`config.mk`:
```
export PLATFORM = sky130hd
export DESIGN_NAME = udp_ipv6_checksum_recompute_unit
export DESIGN_NICKNAME = d
export VERILOG_FILES = /design/src/hw/rtl/u6cs_pkg.sv /design/src/hw/rtl/u6cs_front.sv /design/src/hw/rtl/u6cs_queue.sv /design/src/hw/rtl/u6cs_back.sv /design/src/hw/rtl/udp_ipv6_checksum_recompute_unit.sv
export SDC_FILE = /design/constraint.sdc
export NUM_CORES = 1
export LEC_CHECK = 0
export ABC_AREA = 1
export BUFFER_PORTS_ARGS = -buffer_cell sky130_fd_sc_hd__buf_4
export CAP_MARGIN = 20
export CORE_MARGIN = 10
export CORE_UTILIZATION = 50
export CTS_BUF_LIST = sky130_fd_sc_hd__clkbuf_4
export DETAILED_ROUTE_END_ITERATION = 6
export GPL_TIMING_DRIVEN = 1
export PLACE_DENSITY = 0.69
export SYNTH_ARGS = -nofsm -noshare
export SYNTH_HDL_FRONTEND = slang
export SYNTH_SLANG_ARGS = --single-unit
```
`constraint.sdc`:
```
create_clock -name clk_i -period 14.6 [get_ports clk_i]
set_clock_uncertainty 0.2 [all_clocks]
set_input_delay 3.65 -clock clk_i [delete_from_list [all_inputs] [get_ports clk_i]]
set_output_delay 3.65 -clock clk_i [all_outputs]
set_load 0.005 [all_outputs]
```
`src/hw/rtl/u6cs_pkg.sv`:
```
`default_nettype none
package u6cs_pkg;

  localparam int unsigned MAX_FRAME_BYTES = 2048;
  localparam int unsigned POS_W = $clog2(MAX_FRAME_BYTES);
  // The UDP length can exceed the 11-bit field when long frames are allowed.
  localparam int unsigned L4_W = (POS_W > 11) ? POS_W : 11;

  // Ones' complement accumulator kept folded to 17 bits.
  localparam int unsigned ACC_W = 17;
  localparam int unsigned FIN_W = 18;

  localparam logic [15:0] TPID_VLAN  = 16'h8100;
  localparam logic [15:0] ETYPE_IPV6 = 16'h86DD;
  localparam logic [7:0]  PROTO_UDP  = 8'd17;
  localparam logic [L4_W-1:0] UDP_HDR_LEN = L4_W'(8);

  // Byte offsets for an untagged frame; a tag moves everything from the
  // IPv6 header onward by TAG_LEN bytes.
  localparam logic [POS_W-1:0] TAG_LEN          = POS_W'(4);
  localparam logic [POS_W-1:0] POS_ETYPE        = POS_W'(13);
  localparam logic [POS_W-1:0] POS_ETYPE_TAGGED = POS_W'(17);
  localparam logic [POS_W-1:0] POS_NEXT_HDR     = POS_W'(20);
  localparam logic [POS_W-1:0] POS_ADDR_START   = POS_W'(22);
  localparam logic [POS_W-1:0] POS_DPORT_LO     = POS_W'(57);
  localparam logic [POS_W-1:0] POS_CSUM_HI      = POS_W'(60);
  localparam logic [POS_W-1:0] POS_CSUM_LO      = POS_W'(61);
  localparam logic [POS_W-1:0] POS_LAST         = POS_W'(MAX_FRAME_BYTES - 1);
  localparam logic [POS_W:0]   HDR_LEN          = (POS_W + 1)'(54);

  localparam logic [6:0] CSUM_OFF_BASE = 7'd60;
  localparam logic [6:0] CSUM_OFF_TAG  = 7'd4;

  // Configuration register indexes (paddr[3:2]).
  localparam logic [1:0] REG_MATCH_PORT = 2'd0;
  localparam logic [1:0] REG_MIN_L4     = 2'd1;
  localparam logic [1:0] REG_MAX_L4     = 2'd2;

  localparam logic [15:0] MATCH_PORT_RST = 16'd4739;
  localparam logic [10:0] MIN_L4_RST     = 11'd16;
  localparam logic [10:0] MAX_L4_RST     = 11'd1460;

  // Depth of the queue between front and back.
  localparam int unsigned Q_DEPTH = 4;
  localparam int unsigned Q_PTR_W = $clog2(Q_DEPTH);
  localparam int unsigned Q_CNT_W = $clog2(Q_DEPTH + 1);

  typedef struct packed {
    logic [7:0] frame_byte;
    logic       frame_end;
  } frame_t;

  typedef struct packed {
    logic        qualified;
    logic [15:0] udp_checksum;
    logic [6:0]  checksum_offset;
    logic [10:0] l4_length;
  } result_t;

  typedef struct packed {
    logic [15:0] match_port;
    logic [10:0] min_l4_length;
    logic [10:0] max_l4_length;
  } cfg_t;

  // One classified byte handed from front to back.
  typedef struct packed {
    logic [15:0]     contrib;
    logic            last;
    logic            headers_ok;
    logic            tag_seen;
    logic [L4_W-1:0] l4;
  } item_t;

endpackage
`default_nettype wire

```
`src/hw/rtl/u6cs_front.sv`:
```
`default_nettype none
module u6cs_front (
  input  wire logic            clk_i,
  input  wire logic            rst_ni,
  input  wire logic            accept_i,
  input  wire u6cs_pkg::frame_t frame_i,
  input  wire logic [15:0]     match_port_i,
  output u6cs_pkg::item_t      item_o
);
  import u6cs_pkg::*;

  logic [POS_W-1:0] pos_q, pos_d;
  logic             tag_q, tag_d;
  logic [15:0]      hw_q, hw_d;
  logic             ok_q, ok_d;

  logic [15:0]      hw_new;
  logic [POS_W-1:0] shift;
  logic             ok_hdr;
  logic             add_en;
  logic [POS_W:0]   len;
  logic [POS_W:0]   hdr;
  logic [POS_W:0]   l4_full;

  always_comb begin
    hw_new = {hw_q[7:0], frame_i.frame_byte};
    shift  = tag_q ? TAG_LEN : '0;

    tag_d  = tag_q;
    ok_hdr = ok_q;
    if (pos_q == POS_ETYPE) begin
      if (hw_new == TPID_VLAN) begin
        tag_d  = 1'b1;
        ok_hdr = 1'b0;
      end else begin
        ok_hdr = (hw_new == ETYPE_IPV6);
      end
    end else if (pos_q == POS_ETYPE_TAGGED && tag_q) begin
      ok_hdr = (hw_new == ETYPE_IPV6);
    end
    if (pos_q == POS_NEXT_HDR + shift && frame_i.frame_byte != PROTO_UDP) begin
      ok_hdr = 1'b0;
    end
    if (pos_q == POS_DPORT_LO + shift && hw_new != match_port_i) begin
      ok_hdr = 1'b0;
    end

    // Addresses, UDP header and payload; the checksum field counts as zero.
    add_en = (pos_q >= POS_ADDR_START + shift) && (pos_q != POS_CSUM_HI + shift) &&
             (pos_q != POS_CSUM_LO + shift);
    if (!add_en) begin
      item_o.contrib = '0;
    end else if (pos_q[0]) begin
      item_o.contrib = {8'd0, frame_i.frame_byte};
    end else begin
      item_o.contrib = {frame_i.frame_byte, 8'd0};
    end

    len     = {1'b0, pos_q} + (POS_W + 1)'(1);
    hdr     = HDR_LEN + {1'b0, shift};
    l4_full = (len >= hdr) ? (len - hdr) : '0;

    item_o.last       = frame_i.frame_end;
    item_o.headers_ok = ok_hdr && (pos_q > POS_DPORT_LO + shift);
    item_o.tag_seen   = tag_q;
    item_o.l4         = L4_W'(l4_full);

    pos_d = pos_q;
    hw_d  = hw_q;
    ok_d  = ok_q;
    if (accept_i) begin
      if (frame_i.frame_end) begin
        pos_d = '0;
        tag_d = 1'b0;
        hw_d  = '0;
        ok_d  = 1'b0;
      end else begin
        hw_d = hw_new;
        ok_d = ok_hdr;
        if (pos_q >= POS_LAST) begin
          // Oversize frame: the position sticks and the frame is rejected.
          pos_d = POS_LAST;
          ok_d  = 1'b0;
        end else begin
          pos_d = pos_q + POS_W'(1);
        end
      end
    end else begin
      tag_d = tag_q;
    end
  end

  always_ff @(posedge clk_i or negedge rst_ni) begin
    if (!rst_ni) begin
      pos_q <= '0;
      tag_q <= 1'b0;
      hw_q  <= '0;
      ok_q  <= 1'b0;
    end else begin
      pos_q <= pos_d;
      tag_q <= tag_d;
      hw_q  <= hw_d;
      ok_q  <= ok_d;
    end
  end

endmodule
`default_nettype wire

```
`src/hw/rtl/u6cs_queue.sv`:
```
`default_nettype none
module u6cs_queue (
  input  wire logic           clk_i,
  input  wire logic           rst_ni,
  input  wire logic           push_i,
  input  wire u6cs_pkg::item_t item_i,
  output logic                full_o,
  input  wire logic           pop_i,
  output logic                valid_o,
  output u6cs_pkg::item_t     item_o
);
  import u6cs_pkg::*;

  item_t              mem_q [Q_DEPTH];
  logic [Q_PTR_W-1:0] wr_q, wr_d;
  logic [Q_PTR_W-1:0] rd_q, rd_d;
  logic [Q_CNT_W-1:0] cnt_q, cnt_d;
  logic               do_push;
  logic               do_pop;

  assign full_o  = (cnt_q == Q_CNT_W'(Q_DEPTH));
  assign valid_o = (cnt_q != '0);
  assign item_o  = mem_q[rd_q];
  assign do_push = push_i && !full_o;
  assign do_pop  = pop_i && valid_o;

  always_comb begin
    wr_d  = wr_q;
    rd_d  = rd_q;
    cnt_d = cnt_q;
    if (do_push) begin
      wr_d = (wr_q == Q_PTR_W'(Q_DEPTH - 1)) ? '0 : wr_q + Q_PTR_W'(1);
    end
    if (do_pop) begin
      rd_d = (rd_q == Q_PTR_W'(Q_DEPTH - 1)) ? '0 : rd_q + Q_PTR_W'(1);
    end
    if (do_push && !do_pop) begin
      cnt_d = cnt_q + Q_CNT_W'(1);
    end else if (do_pop && !do_push) begin
      cnt_d = cnt_q - Q_CNT_W'(1);
    end
  end

  always_ff @(posedge clk_i) begin
    if (do_push) begin
      mem_q[wr_q] <= item_i;
    end
  end

  always_ff @(posedge clk_i or negedge rst_ni) begin
    if (!rst_ni) begin
      wr_q  <= '0;
      rd_q  <= '0;
      cnt_q <= '0;
    end else begin
      wr_q  <= wr_d;
      rd_q  <= rd_d;
      cnt_q <= cnt_d;
    end
  end

endmodule
`default_nettype wire

```
`src/hw/rtl/u6cs_back.sv`:
```
`default_nettype none
module u6cs_back (
  input  wire logic            clk_i,
  input  wire logic            rst_ni,
  input  wire logic            valid_i,
  input  wire u6cs_pkg::item_t item_i,
  output logic                 pop_o,
  input  wire u6cs_pkg::cfg_t  cfg_i,
  output logic                 empty_o,
  input  wire logic            pop_i,
  output u6cs_pkg::result_t    result_o
);
  import u6cs_pkg::*;

  logic [ACC_W-1:0] acc_q, acc_d;
  logic [ACC_W:0]   acc_sum;
  logic [ACC_W-1:0] acc_fold;

  // Finishing stage: one frame's folded sum waiting for the pseudo-header.
  logic             fin_valid_q, fin_valid_d;
  logic [ACC_W-1:0] fin_sum_q;
  logic             fin_ok_q;
  logic             fin_tag_q;
  logic [L4_W-1:0]  fin_l4_q;

  // Two-entry result queue.
  result_t          res_q [2];
  logic             res_wr_q, res_rd_q;
  logic [1:0]       res_cnt_q, res_cnt_d;
  logic             res_full;
  logic             res_push;
  logic             res_pop;

  logic             len_ok;
  logic             qual;
  logic [FIN_W-1:0] ph_sum;
  logic [16:0]      fold1;
  logic [15:0]      fold2;
  logic [15:0]      csum;
  result_t          res_new;

  assign res_full = (res_cnt_q == 2'd2);
  assign res_push = fin_valid_q && !res_full;
  assign res_pop  = pop_i && (res_cnt_q != 2'd0);
  assign empty_o  = (res_cnt_q == 2'd0);
  assign result_o = res_q[res_rd_q];

  // A frame's last byte needs the finishing stage; other bytes only add.
  assign pop_o = valid_i && (!item_i.last || !fin_valid_q || res_push);

  always_comb begin
    acc_sum  = {1'b0, acc_q} + {2'd0, item_i.contrib};
    acc_fold = {1'b0, acc_sum[15:0]} + ACC_W'(acc_sum[ACC_W:16]);
    acc_d    = acc_q;
    if (pop_o) begin
      acc_d = item_i.last ? '0 : acc_fold;
    end
  end

  always_comb begin
    len_ok = (fin_l4_q >= UDP_HDR_LEN) &&
             (fin_l4_q >= L4_W'(cfg_i.min_l4_length)) &&
             (fin_l4_q <= L4_W'(cfg_i.max_l4_length));
    qual   = fin_ok_q && len_ok;
    ph_sum = FIN_W'(fin_sum_q) + FIN_W'(fin_l4_q) + FIN_W'(PROTO_UDP);
    fold1  = {1'b0, ph_sum[15:0]} + 17'(ph_sum[FIN_W-1:16]);
    fold2  = fold1[15:0] + 16'(fold1[16]);
    csum   = ~fold2;
    if (csum == 16'd0) begin
      csum = 16'hFFFF;
    end
    res_new.qualified       = qual;
    res_new.udp_checksum    = qual ? csum : 16'd0;
    res_new.checksum_offset = CSUM_OFF_BASE + (fin_tag_q ? CSUM_OFF_TAG : 7'd0);
    res_new.l4_length       = fin_l4_q[10:0];

    fin_valid_d = fin_valid_q;
    if (pop_o && item_i.last) begin
      fin_valid_d = 1'b1;
    end else if (res_push) begin
      fin_valid_d = 1'b0;
    end

    res_cnt_d = res_cnt_q;
    if (res_push && !res_pop) begin
      res_cnt_d = res_cnt_q + 2'd1;
    end else if (res_pop && !res_push) begin
      res_cnt_d = res_cnt_q - 2'd1;
    end
  end

  always_ff @(posedge clk_i) begin
    if (pop_o && item_i.last) begin
      fin_sum_q <= acc_fold;
      fin_ok_q  <= item_i.headers_ok;
      fin_tag_q <= item_i.tag_seen;
      fin_l4_q  <= item_i.l4;
    end
    if (res_push) begin
      res_q[res_wr_q] <= res_new;
    end
  end

  always_ff @(posedge clk_i or negedge rst_ni) begin
    if (!rst_ni) begin
      acc_q       <= '0;
      fin_valid_q <= 1'b0;
      res_wr_q    <= 1'b0;
      res_rd_q    <= 1'b0;
      res_cnt_q   <= '0;
    end else begin
      acc_q       <= acc_d;
      fin_valid_q <= fin_valid_d;
      res_cnt_q   <= res_cnt_d;
      if (res_push) begin
        res_wr_q <= ~res_wr_q;
      end
      if (res_pop) begin
        res_rd_q <= ~res_rd_q;
      end
    end
  end

endmodule
`default_nettype wire

```
`src/hw/rtl/udp_ipv6_checksum_recompute_unit.sv`:
```
// Accepts one frame byte per cycle; full rises only when the byte queue backs up.
// After the last byte of its frame is accepted, a result passes through the byte
// queue, accumulator with finishing register, then the result queue. Results
// drain at one per cycle; the accumulator takes one byte per cycle unless held.
// Reset (rst_ni low, asynchronous) empties both queues, clears the frame state
// and restores the configuration registers to their default values.
`default_nettype none
module udp_ipv6_checksum_recompute_unit (
  input  wire logic              clk_i,
  input  wire logic              rst_ni,
  input  wire logic              push,
  output logic                   full,
  input  wire u6cs_pkg::frame_t  in_frame_i,
  output logic                   empty,
  input  wire logic              pop,
  output u6cs_pkg::result_t      result_o,
  input  wire logic              psel,
  input  wire logic              penable,
  input  wire logic              pwrite,
  input  wire logic [3:0]        paddr,
  input  wire logic [31:0]       pwdata,
  output logic [31:0]            prdata,
  output logic                   pready
);
  import u6cs_pkg::*;

  cfg_t  cfg_q, cfg_d;
  logic  accept;
  logic  wr_en;
  item_t front_item;
  item_t q_item;
  logic  q_full;
  logic  q_valid;
  logic  q_pop;

  assign pready = 1'b1;
  assign wr_en  = psel && penable && pwrite;
  assign full   = q_full;
  assign accept = push && !q_full;

  always_comb begin
    cfg_d = cfg_q;
    if (wr_en) begin
      case (paddr[3:2])
        REG_MATCH_PORT: cfg_d.match_port    = pwdata[15:0];
        REG_MIN_L4:     cfg_d.min_l4_length = pwdata[10:0];
        REG_MAX_L4:     cfg_d.max_l4_length = pwdata[10:0];
        default:        cfg_d = cfg_q;
      endcase
    end
    case (paddr[3:2])
      REG_MATCH_PORT: prdata = {16'd0, cfg_q.match_port};
      REG_MIN_L4:     prdata = {21'd0, cfg_q.min_l4_length};
      REG_MAX_L4:     prdata = {21'd0, cfg_q.max_l4_length};
      default:        prdata = 32'd0;
    endcase
  end

  always_ff @(posedge clk_i or negedge rst_ni) begin
    if (!rst_ni) begin
      cfg_q.match_port    <= MATCH_PORT_RST;
      cfg_q.min_l4_length <= MIN_L4_RST;
      cfg_q.max_l4_length <= MAX_L4_RST;
    end else begin
      cfg_q <= cfg_d;
    end
  end

  u6cs_front u_front (
    .clk_i        (clk_i),
    .rst_ni       (rst_ni),
    .accept_i     (accept),
    .frame_i      (in_frame_i),
    .match_port_i (cfg_q.match_port),
    .item_o       (front_item)
  );

  u6cs_queue u_queue (
    .clk_i   (clk_i),
    .rst_ni  (rst_ni),
    .push_i  (accept),
    .item_i  (front_item),
    .full_o  (q_full),
    .pop_i   (q_pop),
    .valid_o (q_valid),
    .item_o  (q_item)
  );

  u6cs_back u_back (
    .clk_i    (clk_i),
    .rst_ni   (rst_ni),
    .valid_i  (q_valid),
    .item_i   (q_item),
    .pop_o    (q_pop),
    .cfg_i    (cfg_q),
    .empty_o  (empty),
    .pop_i    (pop),
    .result_o (result_o)
  );

endmodule
`default_nettype wire
```
After elaboration in Yosys (flattened, before gate mapping)
Memories as Yosys holds them, arrays and structs flattened.
Cells that the tools add are included.
{ "word_totals": {"mem_count": 2, "inputBits": 52, "output_inout_bits": 70, "ramBits": 190, "ff_bits": 118, "elab_cells": 149} }
{ "classes": {"bitwise_logic": 3, "order_cmp": 7, "add_sub_neg": 22, "reduce_logical": 46, "n_mux": 34, "n_eq_ne": 16} }
{ "memory_table": {"columns": ["name", "words", "word_bits", "read_ports", "rd_clocked_by_memory_dff", "write_ports", "line", "source"], "rows": [
  ["u_queue.mem_q", 4, 30, 1, 0, 1, "u6cs_queue.sv:14", "item_t mem_q [Q_DEPTH];"],
  ["u_back.res_q", 2, 35, 1, 0, 1, "u6cs_back.sv:27", "result_t res_q [2];"]
]} }
{ "ops": {"columns": ["op", "count"], "rows": [
  ["16-bit 2-to-1 mux", 4],
  ["16-bit case mux with 3 select lines", 1],
  ["16-bit by 2-bit adder with 17-bit output", 2],
  ["6-bit by 11-bit adder with 11-bit output (first input constant)", 3],
  ["11-bit 2-to-1 mux", 3],
  ["16-bit == test (second input constant)", 2],
  ["5-bit by 11-bit adder with 11-bit output (first input constant)", 2],
  ["11-bit == test", 2],
  ["11-bit >= comparator", 2],
  ["1-bit logical AND", 22],
  ["11-bit inequality test", 2],
  ["17-bit by 11-bit adder with 18-bit output", 1],
  ["17-bit by 16-bit adder with 18-bit output", 1],
  ["18-bit by 5-bit adder with 18-bit output (second input constant)", 1],
  ["17-bit 2-to-1 mux", 1],
  ["16-bit by 1-bit adder with 16-bit output", 1],
  ["16-bit zero test", 1],
  ["1-bit 2-to-1 mux", 16],
  ["16-bit inequality test", 1],
  ["16-bit inverter", 1],
  ["11-bit by 1-bit adder with 12-bit output (second input constant)", 1],
  ["12-bit >= comparator", 1],
  ["3-bit 2-to-1 mux", 4],
  ["2-bit nonzero test", 6],
  ["27 further kinds", 47]
]} }

Longest topological paths before layout
{ "depth": {"word_depth": 9, "depth_mapped": 42, "ltp_nobuf": 41} }

By module
Synthesis repeated with hierarchy kept, for this count alone.
{ "unflattened": {"hier_cells": 1968, "hier_area_um2": 17340.4} }
{ "by_module_without_submodules": {"columns": ["mod", "cells_per_inst", "area_each_um2", "instances"], "rows": [
  ["u6cs_back", 944, 7719.9, 1],
  ["u6cs_queue", 410, 5290.1, 1],
  ["u6cs_front", 360, 2413.6, 1],
  ["udp_ipv6_checksum_recompute_unit", 254, 1916.8, 1]
]} }

Least setup slack after synthesis
Ideal clock, no wire load.
{ "synth_timing": {"path_type": "in2out", "startpoint": "input port paddr[2]", "endpoint": "output port prdata[0]", "slack_ps": 6368, "arrival_ps": 4382, "path_stages": 4, "t_required_ps": 10750, "path_cell_list": "nor2_1 clkbuf_1 inv_1 o211ai_1"} }
{ "synth_via": {"elab_chain_len": 2, "word_cells_on_any_way": 4, "cone_classes": "eq/ne: 2; mux: 1; reduce/logical: 1"} }
{ "synth_lines": {"columns": ["item", "line", "source"], "rows": [
  ["from (decl)", "udp_ipv6_checksum_recompute_unit.sv:20", "input wire logic [3:0] paddr,"],
  ["2-bit == test, or another cell as far along", "udp_ipv6_checksum_recompute_unit.sv:51", "case (paddr[3:2])"],
  ["16-bit case mux with 3 select lines *", "udp_ipv6_checksum_recompute_unit.sv:51", null],
  ["to (decl)", "udp_ipv6_checksum_recompute_unit.sv:22", "output logic [31:0] prdata,"]
]} }
Mark *: on every way between the ends. The rest lies on a longest branch, timed or not.

Worst setup path in the final report
{ "layout_timing": {"startpoint": "input port paddr[2]", "endpoint": "output port prdata[2]"} }
Same word-level chain as after synthesis.

==> flow_summary.toml <==
[floorplanning]
fp.dieH_um = 200
num_rows = 65
die_w_um = 200
core_um2 = 31700
ios = 122
start_util = 0.510
die_area_um2 = 39900

[logic_synthesis]
yosys_warnings = 0
post-synth-top-count-cell = "nand2_1"
async_reset_ff_frac = 0.295
netlist_top_cells_area = "edfxtp_1 39%, dfrtp_1 12%, nand2_1 8.9%, ha_1 6.3%, inv_1 5.0%"
synth.avg_cell_area_um2 = 9.17
synth_top_area_frac = 0.390
ys_ff_latch = 298
yosysUniqueCellTypes = 52
synth_cells = 1763
yosysSeqAreaShare = 0.527
syn_area_um2 = 16200
synth_ff_type = "edfxtp_1"
synthTopCellsByCount = "385 x nand2_1, 215 x inv_1, 210 x edfxtp_1"
yosysTopAreaCell = "edfxtp_1"
synth_edf_count = 210

[drt]
dr.pass1.iters = 6
drt_iter0_drc = 693
viasPerCell = 5.28
num_vias = 12500
drc = 0
wl_per_cell_um = 15.7
antenna_left = 0
wirelength_um = 37100

[timing]
slew_viol_final = 0
timing.fmax_ghz = 0.113
fin_crit_ns = 8.85
holdWs_ns = 0.288
finalSetupTns_ns = 0
hold_viol = 0
rsz0062_at_grt = "false"
finalSetupViolations = 0
post-route-period-util = 0.606
max_slew_margin = 0.332
max_slew.worst_pin.slew_ns = 1.00

[grt]
grt_max_degree = 77
met1_usage = 0.228
grt_pass1_wl_um = 60400
grt_pass1_vias = 12400
antenna_found_initial = 1
gr-usage-all-layers = 0.188
grtUsageMet3 = 0.0322
use_met2 = 0.330
grt-ovfl-total = 0
grt-busiest-layer = "met2"

[pwr]
ir_drop_mv = 0.131
p_int_mw = 2.58
seqPwrFrac = 0.298
comb_power_share = 0.537
swShare = 0.456
p_sw_mw = 2.16
pwr-share-clk = 0.165
p_leak_nw = 8.22
powerDensity_nw_per_um2 = 259

[finish]
drive_gt1_frac = 0.154
syn_to_final_growth_pct = 13.2
design_area_um2 = 18300
finish.utilization = 0.577
nets = 2035

[setup_path]
end_kind = "output pin"
path_max_fanout = 11
startpoint_type = "input port"
critPathArrivalTime_ns = 5.00
crit_required_ns = 10.75
max_stage_delay_ns = 0.55
reg2reg_slack_ns = 7.64
worstPathCellList = "buf_4, nor2_1, inv_1, o221ai_1, buf_4"
crit_type = "input port to output pin"
slowest_stage = "nor2_1"
cpMostUsedCell = "buf_4"

[place]
gp_congestion = 0.938
hpwl_um = 26700
place.port_buffers = 84
placed_area_um2 = 17200

[job]
cap_violations = 0

[clock_tree]
clock_path_buffers = 3
cts_hold_buffers = 0
post_cts_buffers = 0
cts_resized = 0
root_buffer = "clkbuf_4"
clkTransAtPathRegs_ns = 0.07
numCtsBuffers = 78
clock_latency_ns = 0.72
cts_tree = "done"
clock-sinks = 298
cts_max_level = 3

[status]
status = "finished, final reports clean"

[min_path]
hold_class = "register to register"
[metrics by stage]
stage | worst slack [ns] | cells | power (mW)
finish | 5.75 | 2363 | 4.75
global placement | 5.81 | 2215 | 3.89
floorplan | 6.37 | 1780 | 3.30
CTS | 5.77 | 2360 | 4.77
detailed placement | 5.77 | 2215 | 3.97
global route | 5.66 | 2363 | 5.22
[path summary, 6_finish.rpt]
kind | from | end | depth (start not counted)
worst min register to register | u_back.fin_l4_q[0] | u_back.res_q[1][0] | 0
worst min-delay path | u_back.fin_l4_q[0] | u_back.res_q[1][0] | 0
max in group asynchronous | rst_ni | cfg_q[31] | 3
min in group asynchronous | rst_ni | u_front.pos_q[10] | 1
worst max-delay path | paddr[2] | prdata[2] | 5
worst max register to register | u_back.fin_l4_q[3] | u_back.res_q[0][22] | 34
[power by group through the flow]
stage               Sequential, mW  Combinational [mW]  Clock (mW)
finish                        1.42                2.55       0.782
CTS                           1.42                2.55       0.802
floorplan                     1.38                1.92           0
global placement              1.42                2.47           0
detailed placement            1.43                2.54           0
global route                  1.44                2.93       0.851
[cells in the final DEF, fill, tap and decap left out, types with 9 or more instances in the layout]
cell type    n
clkbuf_4   119
nor2_1     187
nand2_1    385
a21oi_2      9
xnor2_1     14
nand3_1     76
nor2_2      14
nand2_2     15
o22ai_1     46
o21ai_0    126
ha_1        82
nand4_1     26
xor2_1      37
nor3_1      21
inv_1      215
conb_1      19
edfxtp_1   210
dfstp_2     12
clkinv_1    18
a21oi_1     50
o221ai_1    11
buf_4       99
nor4_1      10
dfrtp_1     76
[registers in the layout, summed over array words and instances (netlist names)]
name,count
u_front.pos_q,11
u_back.fin_sum_q,17
u_queue.rd_q,2
u_back.res_cnt_q,2
u_front.hw_q,8
u_front.ok_q,1
u_queue.mem_q,120
u_back.fin_l4_q,11
u_front.tag_q,1
u_back.res_q,60
u_back.acc_q,17
u_back.fin_valid_q,1
u_back.res_rd_q,1
u_back.fin_tag_q,1
u_queue.cnt_q,3
cfg_q,38
u_back.fin_ok_q,1
u_back.res_wr_q,1
u_queue.wr_q,2
[routing by layer]
layer  wire length [um]  part of all wire
met5                  0                 0
met4                730             0.020
met3               1970             0.053
met2              18400              0.50
met1              16000              0.43
[final cells by class]
| cell class | instances | area (um^2) |
|---|---|---|
| antenna | 1 | 2.50 |
| clock buffer | 119 | 893 |
| clock inverter | 26 | 213 |
| fill | 2756 | 13400 |
| inverter | 222 | 833 |
| multi-input combinational | 1194 | 6560 |
| sequential | 298 | 8520 |
| tap | 402 | 503 |
| timing repair buffer | 101 | 786 |
[worst max-delay path: cells and delay by family]
kind                   cells  cell delay [ns]
AOI/OAI and AO/OA          1             0.24
buffers and inverters      3             0.56
and+or+nand+nor            1             0.55
[cell families after synthesis]
logic type,count (synthesis),share of synthesized area
and+or+nand+nor,757,0.200
DFF,298,0.527
buffers and inverters,288,0.0725
AOI/OAI and AO/OA,278,0.101
adders and majority gates,88,0.0709
xor gates and xnor gates,51,0.0276
other,2,0.000464
muxes,1,0.000696
Note: power is estimated with default switching activity, not from simulation.
